==> config.mk <==
export PLATFORM = sky130hd
export DESIGN_NAME = extent_allocator_fit_policies
export DESIGN_NICKNAME = d
export VERILOG_FILES = /design/src/rtl/core/eafp_pkg.sv /design/src/rtl/core/eafp_cell.sv /design/src/rtl/core/extent_allocator_fit_policies.sv
export SDC_FILE = /design/constraint.sdc
export NUM_CORES = 2
export LEC_CHECK = 0
export BUFFER_PORTS_ARGS = -buffer_cell sky130_fd_sc_hd__buf_2
export CORE_MARGIN = 3
export CORE_UTILIZATION = 37
export CTS_CLUSTER_SIZE = 20
export DETAILED_ROUTE_END_ITERATION = 10
export HOLD_SLACK_MARGIN = 0.05
export MAX_ROUTING_LAYER = met4
export PLACE_DENSITY_LB_ADDON = 0.1
export SYNTH_ARGS = -nofsm -noshare
export SYNTH_HDL_FRONTEND = slang
export SYNTH_SLANG_ARGS = --single-unit
==> constraint.sdc <==
create_clock -name clk -period 7.59 [get_ports clk]
set_input_delay 0.3795 -clock clk [delete_from_list [all_inputs] [get_ports clk]]
set_output_delay 0.3795 -clock clk [all_outputs]
set_load 0.01 [all_outputs]
==> src/rtl/core/eafp_pkg.sv <==
package eafp_pkg;

    localparam int START_W = 10;
    localparam int LEN_W   = 11;
    localparam int CIDX_W  = 9;     // cell index on the command bus, up to 512 cells

    localparam logic [1:0] MODE_FIRST = 2'd0;
    localparam logic [1:0] MODE_BEST  = 2'd1;
    localparam logic [1:0] MODE_WORST = 2'd2;
    localparam logic [1:0] MODE_FREE  = 2'd3;

    localparam logic [1:0] ST_OK    = 2'd0;
    localparam logic [1:0] ST_NOMEM = 2'd1;
    localparam logic [1:0] ST_FULL  = 2'd2;
    localparam logic [1:0] ST_SHORT = 2'd3;

    typedef struct packed {
        logic [1:0]  mode;
        logic [10:0] request_size;
    } in_item_t;

    typedef struct packed {
        logic [1:0]  status;
        logic [9:0]  block_start;
        logic [10:0] units_done;
        logic [4:0]  blocks_freed;
    } out_item_t;

    typedef struct packed {
        logic [START_W-1:0] start;
        logic [LEN_W-1:0]   length;
    } extent_t;

    typedef enum logic [1:0] {
        CELL_HOLD   = 2'd0,
        CELL_WRITE  = 2'd1,
        CELL_REMOVE = 2'd2
    } cell_op_t;

    typedef struct packed {
        cell_op_t          op;
        logic [CIDX_W-1:0] idx;
        extent_t           data;
    } cell_cmd_t;

endpackage

==> src/rtl/core/eafp_cell.sv <==
module eafp_cell #(
    parameter int               IDX     = 0,
    parameter logic [10:0]      RST_LEN = 11'd0
) (
    input  logic                clk,
    input  logic                rst_n,
    input  eafp_pkg::cell_cmd_t cmd,
    input  eafp_pkg::extent_t   right,
    output eafp_pkg::extent_t   q
);
    import eafp_pkg::*;

    localparam logic [CIDX_W-1:0] MY_IDX = CIDX_W'(IDX);

    extent_t q_reg;

    always_ff @(posedge clk or negedge rst_n)
    begin
        if (!rst_n)
        begin
            q_reg.start  <= '0;
            q_reg.length <= RST_LEN;
        end
        else
        begin
            case (cmd.op)
                CELL_WRITE:
                begin
                    if (cmd.idx == MY_IDX)
                        q_reg <= cmd.data;
                end
                CELL_REMOVE:
                begin
                    // compaction: everything at or above the hole moves down one
                    if (MY_IDX >= cmd.idx)
                        q_reg <= right;
                end
                default:
                begin
                end
            endcase
        end
    end

    assign q = q_reg;

endmodule

==> src/rtl/core/extent_allocator_fit_policies.sv <==
// Allocation: after accept, the scan reads the free extents in order until an early
// pick or the end of the table, then the commit and the result follow.
// Free mode: per released block, a pop step plus a right and a left scan of the
// extent chain; one item in flight at a time.
// The extent chain is read one cell per cycle, so the scans set the rate.
// Reset (rst_n, async low): pool = POOL_UNITS (max 1024), one free extent, FIFO empty.
// Writing pool_size re-initialises the tables in the same way.
module extent_allocator_fit_policies #(
    parameter int POOL_UNITS  = 1024,
    parameter int ALLOC_SLOTS = 16,
    parameter int FREE_SLOTS  = 17
) (
    input  logic                 clk,
    input  logic                 rst_n,
    // input channel
    input  logic                 in_valid,
    output logic                 in_stall,
    input  eafp_pkg::in_item_t   in_item,
    // result channel
    output logic                 out_valid,
    input  logic                 out_stall,
    output eafp_pkg::out_item_t  out_item,
    // configuration port
    input  logic                 psel,
    input  logic                 penable,
    input  logic                 pwrite,
    input  logic [2:0]           paddr,
    input  logic [31:0]          pwdata,
    output logic [31:0]          prdata,
    output logic                 pready
);
    import eafp_pkg::*;

    localparam int POOL_MAX = (POOL_UNITS > 1024) ? 1024 : POOL_UNITS;
    localparam logic [LEN_W-1:0] POOL_RST = LEN_W'(POOL_MAX);
    localparam int FI_W = $clog2(FREE_SLOTS);
    localparam int FC_W = $clog2(FREE_SLOTS + 1);
    localparam int AH_W = $clog2(ALLOC_SLOTS);
    localparam int AC_W = $clog2(ALLOC_SLOTS + 1);
    localparam logic [FC_W-1:0] FREE_FULL  = FC_W'(FREE_SLOTS);
    localparam logic [AC_W-1:0] ALLOC_FULL = AC_W'(ALLOC_SLOTS);
    localparam logic [AH_W-1:0] ALLOC_LAST = AH_W'(ALLOC_SLOTS - 1);

    typedef enum logic [6:0] {
        S_IDLE   = 7'b0000001,
        S_ASCAN  = 7'b0000010,
        S_ACOMMIT= 7'b0000100,
        S_FPOP   = 7'b0001000,
        S_FRSCAN = 7'b0010000,
        S_FLSCAN = 7'b0100000,
        S_DONE   = 7'b1000000
    } state_t;

    // ---------------------------------------------------------------
    // Extent chain: cell g holds extent g of the free table
    // ---------------------------------------------------------------
    cell_cmd_t cmd;
    extent_t   cell_q [FREE_SLOTS];

    for (genvar g = 0; g < FREE_SLOTS; g++)
    begin : g_cell
        extent_t right;
        if (g == FREE_SLOTS - 1)
        begin : g_last
            assign right = '0;
        end
        else
        begin : g_mid
            assign right = cell_q[g + 1];
        end
        eafp_cell #(
            .IDX     (g),
            .RST_LEN ((g == 0) ? POOL_RST : LEN_W'(0))
        ) u_cell (
            .clk   (clk),
            .rst_n (rst_n),
            .cmd   (cmd),
            .right (right),
            .q     (cell_q[g])
        );
    end

    // ---------------------------------------------------------------
    // Registers
    // ---------------------------------------------------------------
    state_t            state_reg,   state_next;
    logic [1:0]        mode_reg,    mode_next;
    logic [LEN_W-1:0]  req_reg,     req_next;
    logic [FC_W-1:0]   idx_reg,     idx_next;
    logic [FC_W-1:0]   fcount_reg,  fcount_next;
    logic              found_reg,   found_next;
    logic [FC_W-1:0]   pick_reg,    pick_next;
    logic [START_W-1:0] pstart_reg, pstart_next;
    logic [LEN_W-1:0]  plen_reg,    plen_next;
    logic [AH_W-1:0]   ahead_reg,   ahead_next;
    logic [AH_W-1:0]   atail_reg,   atail_next;
    logic [AC_W-1:0]   acount_reg,  acount_next;
    logic [1:0]        status_reg,  status_next;
    logic [START_W-1:0] bstart_reg, bstart_next;
    logic [LEN_W:0]    done_reg,    done_next;
    logic [AC_W-1:0]   freed_reg,   freed_next;
    logic [START_W-1:0] rs_reg,     rs_next;
    logic [LEN_W-1:0]  rl_reg,      rl_next;
    logic [LEN_W-1:0]  pool_reg,    pool_next;
    out_item_t         out_reg,     out_next;
    logic              ovalid_reg,  ovalid_next;

    // allocation FIFO, written at the tail, read at the head
    logic [START_W-1:0] astart_mem [ALLOC_SLOTS];
    logic [LEN_W-1:0]   alen_mem   [ALLOC_SLOTS];
    logic               fifo_we;

    // ---------------------------------------------------------------
    // Handshakes and configuration
    // ---------------------------------------------------------------
    logic       in_acc;
    logic       cfg_wr;
    logic [LEN_W-1:0] cfg_val;

    assign in_stall  = (state_reg != S_IDLE);
    assign in_acc    = in_valid && !in_stall;
    assign pready    = 1'b1;
    assign cfg_wr    = psel && penable && pwrite && !paddr[2];
    assign prdata    = 32'(pool_reg);
    assign out_valid = ovalid_reg;
    assign out_item  = out_reg;

    always_comb
    begin
        cfg_val = pwdata[LEN_W-1:0];
        if (cfg_val == '0)
            cfg_val = LEN_W'(1);
        else if (cfg_val > POOL_RST)
            cfg_val = POOL_RST;
    end

    // ---------------------------------------------------------------
    // Sequencer
    // ---------------------------------------------------------------
    extent_t           cur;
    logic              fits;
    logic [LEN_W:0]    rend;
    logic [LEN_W:0]    cend;

    assign cur  = cell_q[idx_reg[FI_W-1:0]];
    assign fits = (cur.length >= req_reg);
    assign rend = {1'b0, LEN_W'(rs_reg)} + {1'b0, rl_reg};
    assign cend = {1'b0, LEN_W'(cur.start)} + {1'b0, cur.length};

    always_comb
    begin
        state_next  = state_reg;
        mode_next   = mode_reg;
        req_next    = req_reg;
        idx_next    = idx_reg;
        fcount_next = fcount_reg;
        found_next  = found_reg;
        pick_next   = pick_reg;
        pstart_next = pstart_reg;
        plen_next   = plen_reg;
        ahead_next  = ahead_reg;
        atail_next  = atail_reg;
        acount_next = acount_reg;
        status_next = status_reg;
        bstart_next = bstart_reg;
        done_next   = done_reg;
        freed_next  = freed_reg;
        rs_next     = rs_reg;
        rl_next     = rl_reg;
        pool_next   = pool_reg;
        out_next    = out_reg;
        ovalid_next = ovalid_reg;
        fifo_we     = 1'b0;
        cmd.op      = CELL_HOLD;
        cmd.idx     = '0;
        cmd.data    = '0;

        if (ovalid_reg && !out_stall)
            ovalid_next = 1'b0;

        case (state_reg)
            S_IDLE:
            begin
                if (in_acc)
                begin
                    mode_next   = in_item.mode;
                    req_next    = in_item.request_size;
                    status_next = ST_OK;
                    bstart_next = '0;
                    done_next   = '0;
                    freed_next  = '0;
                    idx_next    = '0;
                    found_next  = 1'b0;
                    if (in_item.mode == MODE_FREE)
                        state_next = S_FPOP;
                    else if (acount_reg >= ALLOC_FULL)
                    begin
                        status_next = ST_FULL;
                        state_next  = S_DONE;
                    end
                    else if (in_item.request_size == '0)
                        state_next = S_DONE;
                    else
                        state_next = S_ASCAN;
                end
            end

            S_ASCAN:
            begin
                if (idx_reg == fcount_reg)
                    state_next = S_ACOMMIT;
                else
                begin
                    idx_next = idx_reg + FC_W'(1);
                    if (fits)
                    begin
                        if (mode_reg == MODE_FIRST
                            || (mode_reg == MODE_BEST && cur.length == req_reg))
                        begin
                            // taken at once
                            pick_next   = idx_reg;
                            pstart_next = cur.start;
                            plen_next   = cur.length;
                            found_next  = 1'b1;
                            state_next  = S_ACOMMIT;
                        end
                        else if (!found_reg
                                 || (mode_reg == MODE_BEST && cur.length < plen_reg)
                                 || (mode_reg == MODE_WORST && cur.length > plen_reg))
                        begin
                            pick_next   = idx_reg;
                            pstart_next = cur.start;
                            plen_next   = cur.length;
                            found_next  = 1'b1;
                        end
                    end
                end
            end

            S_ACOMMIT:
            begin
                state_next = S_DONE;
                if (!found_reg)
                    status_next = ST_NOMEM;
                else
                begin
                    fifo_we     = 1'b1;
                    atail_next  = (atail_reg == ALLOC_LAST) ? '0 : atail_reg + AH_W'(1);
                    acount_next = acount_reg + AC_W'(1);
                    bstart_next = pstart_reg;
                    done_next   = {1'b0, req_reg};
                    cmd.idx     = CIDX_W'(pick_reg);
                    if (plen_reg == req_reg)
                    begin
                        cmd.op      = CELL_REMOVE;
                        fcount_next = fcount_reg - FC_W'(1);
                    end
                    else
                    begin
                        cmd.op          = CELL_WRITE;
                        cmd.data.start  = pstart_reg + START_W'(req_reg);
                        cmd.data.length = plen_reg - req_reg;
                    end
                end
            end

            S_FPOP:
            begin
                if (done_reg < {1'b0, req_reg} && acount_reg != '0)
                begin
                    rs_next     = astart_mem[ahead_reg];
                    rl_next     = alen_mem[ahead_reg];
                    done_next   = done_reg + {1'b0, alen_mem[ahead_reg]};
                    freed_next  = freed_reg + AC_W'(1);
                    ahead_next  = (ahead_reg == ALLOC_LAST) ? '0 : ahead_reg + AH_W'(1);
                    acount_next = acount_reg - AC_W'(1);
                    idx_next    = '0;
                    state_next  = S_FRSCAN;
                end
                else
                begin
                    if (done_reg < {1'b0, req_reg})
                        status_next = ST_SHORT;
                    state_next = S_DONE;
                end
            end

            S_FRSCAN:
            begin
                // right neighbour: an extent starting where the block ends
                if (idx_reg == fcount_reg)
                begin
                    idx_next   = '0;
                    state_next = S_FLSCAN;
                end
                else if ({1'b0, LEN_W'(cur.start)} == rend)
                begin
                    rl_next     = rl_reg + cur.length;
                    cmd.op      = CELL_REMOVE;
                    cmd.idx     = CIDX_W'(idx_reg);
                    fcount_next = fcount_reg - FC_W'(1);
                    idx_next    = '0;
                    state_next  = S_FLSCAN;
                end
                else
                    idx_next = idx_reg + FC_W'(1);
            end

            S_FLSCAN:
            begin
                // left neighbour: an extent ending where the block starts
                if (idx_reg == fcount_reg)
                begin
                    if (fcount_reg < FREE_FULL)
                    begin
                        cmd.op          = CELL_WRITE;
                        cmd.idx         = CIDX_W'(fcount_reg);
                        cmd.data.start  = rs_reg;
                        cmd.data.length = rl_reg;
                        fcount_next     = fcount_reg + FC_W'(1);
                    end
                    state_next = S_FPOP;
                end
                else if (cend == {1'b0, LEN_W'(rs_reg)})
                begin
                    cmd.op          = CELL_WRITE;
                    cmd.idx         = CIDX_W'(idx_reg);
                    cmd.data.start  = cur.start;
                    cmd.data.length = cur.length + rl_reg;
                    state_next      = S_FPOP;
                end
                else
                    idx_next = idx_reg + FC_W'(1);
            end

            S_DONE:
            begin
                if (!ovalid_reg || !out_stall)
                begin
                    out_next.status       = status_reg;
                    out_next.block_start  = bstart_reg;
                    out_next.units_done   = done_reg[LEN_W-1:0];
                    out_next.blocks_freed = 5'(freed_reg);
                    ovalid_next           = 1'b1;
                    state_next            = S_IDLE;
                end
            end

            default:
                state_next = S_IDLE;
        endcase

        // pool_size write: the user must write only while idle; the block does not enforce it
        if (cfg_wr)
        begin
            pool_next       = cfg_val;
            cmd.op          = CELL_WRITE;
            cmd.idx         = '0;
            cmd.data.start  = '0;
            cmd.data.length = cfg_val;
            fcount_next     = FC_W'(1);
            ahead_next      = '0;
            atail_next      = '0;
            acount_next     = '0;
        end
    end

    always_ff @(posedge clk or negedge rst_n)
    begin
        if (!rst_n)
        begin
            state_reg  <= S_IDLE;
            fcount_reg <= FC_W'(1);
            ahead_reg  <= '0;
            atail_reg  <= '0;
            acount_reg <= '0;
            pool_reg   <= POOL_RST;
            ovalid_reg <= 1'b0;
        end
        else
        begin
            state_reg  <= state_next;
            fcount_reg <= fcount_next;
            ahead_reg  <= ahead_next;
            atail_reg  <= atail_next;
            acount_reg <= acount_next;
            pool_reg   <= pool_next;
            ovalid_reg <= ovalid_next;
        end
    end

    // payload, no reset
    always_ff @(posedge clk)
    begin
        mode_reg   <= mode_next;
        req_reg    <= req_next;
        idx_reg    <= idx_next;
        found_reg  <= found_next;
        pick_reg   <= pick_next;
        pstart_reg <= pstart_next;
        plen_reg   <= plen_next;
        status_reg <= status_next;
        bstart_reg <= bstart_next;
        done_reg   <= done_next;
        freed_reg  <= freed_next;
        rs_reg     <= rs_next;
        rl_reg     <= rl_next;
        out_reg    <= out_next;
        if (fifo_we)
        begin
            astart_mem[atail_reg] <= pstart_reg;
            alen_mem[atail_reg]   <= req_reg;
        end
    end

endmodule
==> impl_results.md <==
- Worst Path Max Fanout: 24
- Layer with the highest usage: met2
- Area leader, netlist: edfxtp_1
- Pwr Total: 18.64 mW
- Comb pwr share: 37.1%
- Die Ht: ~340 um
- Root Buffer: clkbuf_16
- DRC: 0
- Final min period: between 7 and 8 ns
- Post-cts sizing count: 0
- Via count: approximately 29000
- Met1 Usage GRT: 29.79%
- Setup bufs post-CTS: 0
- Area grow syn2layout: 14.24%
- Cell Rows: between 100 and 150
- Buffers added on ports: between 70 and 80
- Clock latency on the worst-skew pair: 0.70 ns
- Routed WL per cell: 24.53 um
- Fin crit share: 93.06%
- Gr usage total: a little over a fifth
- RSZ-0062 raised after global routing: no
- Async S/R FF share, synth: roughly 46%
- Final hold violations: 0
- Area share of the largest cell type after synthesis: 32.73%
- EDFF count, synth: 459
- IO Count: 118
- PD cells: around 390 mW/mm^2
- Worst setup path category: reg2reg
- Synth Cell Area: between 0.04 and 0.05 mm^2
- Remaining global-route overflow: 0
- Average cell area after synthesis: between 10 and 15 um^2
- Met2 GRT Util: between 30% and 40%
- Initial DRC Count: about 2300
- Routed Antenna Nets: 0
- Maxcap violations: 0
- Setup TNS: 0 ns
- Cts bufs inserted: between 90 and 100
- Flop pwr share: 37.2%
- Seq/Total Area, Yosys: 56.15%
- Chip Width: 343.4 um
- Clk sinks: 853
- Seq cells post-synth: 853
- CP required: 8.17 ns
- First-pass GRT wire length: 187.5 mm
- Peak supply drop: 203.1 uV
- CP Launch Type: flip-flop
- M3 GR Usage: between 2 and 3%
- Die Area: 0.1179 mm^2
- Leak: approximately 19 nW
- Hold Crit Class: in2async
- Fmax: 0.1416 GHz
- GP Congestion: 0.8799
- Number of global-route vias before repair: 28840
- Top-count cell post-synth: nand2_1
- Largest register FFs: 357
- Synth cell types: 113
- Status: finished, final reports clean
- Total net switching power: around 6.8 mW
- Drt first pass iters: 5
- Setup violators final: 0
- Switch share: 36.75%
- Core area: 0.1127 mm^2
- Share of cells above drive strength 1: 16.83%
- Antenna violations before repair: 2
- NumNets Final: 3728
- H-tree depth: 3
- Element type at the critical path end: flip-flop
- Clk_skew: ~0.074 ns
- Register-to-register setup slack: 0.53 ns
- Max-slew violations: 0
- HPWL after detailed placement: 79.70 mm
- Post-synthesis instance total: 3470
- Slew HR: 18.35%
- Starting Density: 37.39%
- Worst-Margin Slew: 1.222 ns
- CTS tree: built
- Ys flop type: edfxtp_1
- Arrival @ worst endpoint: around 7.6 ns
- Clock tree buffer depth: 3
- YS warnings: 0
- Post-synth top cells: 479 x nand2_1, 459 x edfxtp_1, 390 x dfrtp_1, 341 x nor2_1, 235 x a21oi_1
- Clock Power Share: between 20% and 30%
- Internal power: 11.79 mW
- Hold buffers post-CTS: 26
- Clk slew on worst S/H paths: 0.06 ns
- Total wire length: 126.0 mm
- Via/cell ratio: 5.583
- Ant diodes: 0
- Synth top area cells: edfxtp_1 33%, dfrtp_1 23%, mux4_2 8.8%
- Largest net degree at the start of global routing: 181
## power by group through the flow
stage | clock, mW | sequential (mW) | combinational [mW]
final | 4.79 | 6.93 | 6.91
after global placement | 0 | 6.96 | 6.79
after CTS | 4.93 | 6.94 | 6.95
after global routing | 5.09 | 7.07 | 7.56
after detailed placement | 0 | 7.02 | 6.92
after floorplan | 0 | 6.60 | 5.05
## layout make-up
type | instances | area (um^2)
multi-input combinational | 2296 | 17200
sequential | 853 | 23660
fill | 10330 | 64540
clock inverter | 50 | 565.5
timing repair buffer | 204 | 1702
clock buffer | 128 | 2716
inverter | 106 | 397.9
tap | 1500 | 1877
## stage by stage
stage	std cells	hold WS, ns	setup WS (ns)	instance area, um^2	utilization, %
finish	5137	0.1955	0.5265	48110	42.71
detailed placement	4933	0.3315	0.5753	44570	39.57
global route	5137	0.1852	0.1354	48110	42.71
floorplan	3490	0.08391	0.1879	42190	-
CTS	5137	0.1500	0.4998	48110	42.71
global placement	4933	0.3291	0.6069	44570	39.57
## cells in the final DEF (no fill, tap or decap), drive strengths merged, types with 8 or more instances in the layout
cell,count
nand2,480
and2,21
buf,178
and3,8
mux2,90
xor2,25
a22o,20
a21oi,237
nand4,17
a31oi,191
nor2b,9
or3,9
nor4,12
nand3,34
a22oi,26
mux2i,96
clkinv,37
clkbuf,128
nor3,23
o21bai,22
a211oi,13
edfxtp,459
fa,8
xnor2,57
dfrtp,390
ha,107
o22ai,13
nand2b,13
o211ai,12
nor2,344
inv,110
o21a,20
mux4,165
dlygate4sd3,26
bufinv,8
o21ai,72
conb,22
a21o,33
## cells by family (layout without fill, tap and decap cells)
kind of cell    count (synthesis)  after routing  share of synthesized area, %
compound gates                719            719                         10.94
xor+xnor                       82             82                         1.705
simple gates                 1007           1007                         10.33
flops                         853            853                         56.15
other cells                     2             22                       0.01783
buf+inv                       341            488                         3.651
fa+ha+maj                     115            115                         3.559
mux                           351            351                         13.65
## path summary, 6_finish.rpt
path	end	cells past startpoint	start
hold / removal	state_reg[5]	2	rst_n
max in group asynchronous	g_cell[8].u_cell.q[15]	3	rst_n
setup / recovery	g_cell[6].u_cell.q[2]	20	idx_reg[0]
min in group clk	pool_reg[0]	4	pwdata[0]
setup reg to reg	g_cell[6].u_cell.q[2]	20	idx_reg[0]
hold reg to reg	out_item[26]	0	status_reg[0]
## critical path: stages (launching register included)
cell      delay (ns)
edfxtp_1        0.57
buf_4           0.32
or4b_4          0.63
nor2_4          0.24
buf_4           0.32
a22o_1          0.52
ha_1            0.38
a21oi_1         0.27
a21oi_1         0.14
a211oi_2        0.45
nand4_1         0.18
mux2i_2         0.30
a41oi_1         0.20
o21a_1          0.28
ha_4            0.35
nor3_1          0.39
nor4b_1         0.28
o22a_2          0.60
buf_12          0.28
nor2_1          0.06
a31oi_1         0.14
## per-layer routing
metal / vias up / wire length (um) / share of wire [%]
met1: 14830 / 57260 / 45
met2: 780 / 59830 / 47
met3: 157 / 6146 / 4.9
met5: - / 0 / 0
li1: 12920 / - / -
met4: 0 / 2788 / 2.2
No activity file was read; power rests on OpenSTA's default activity.
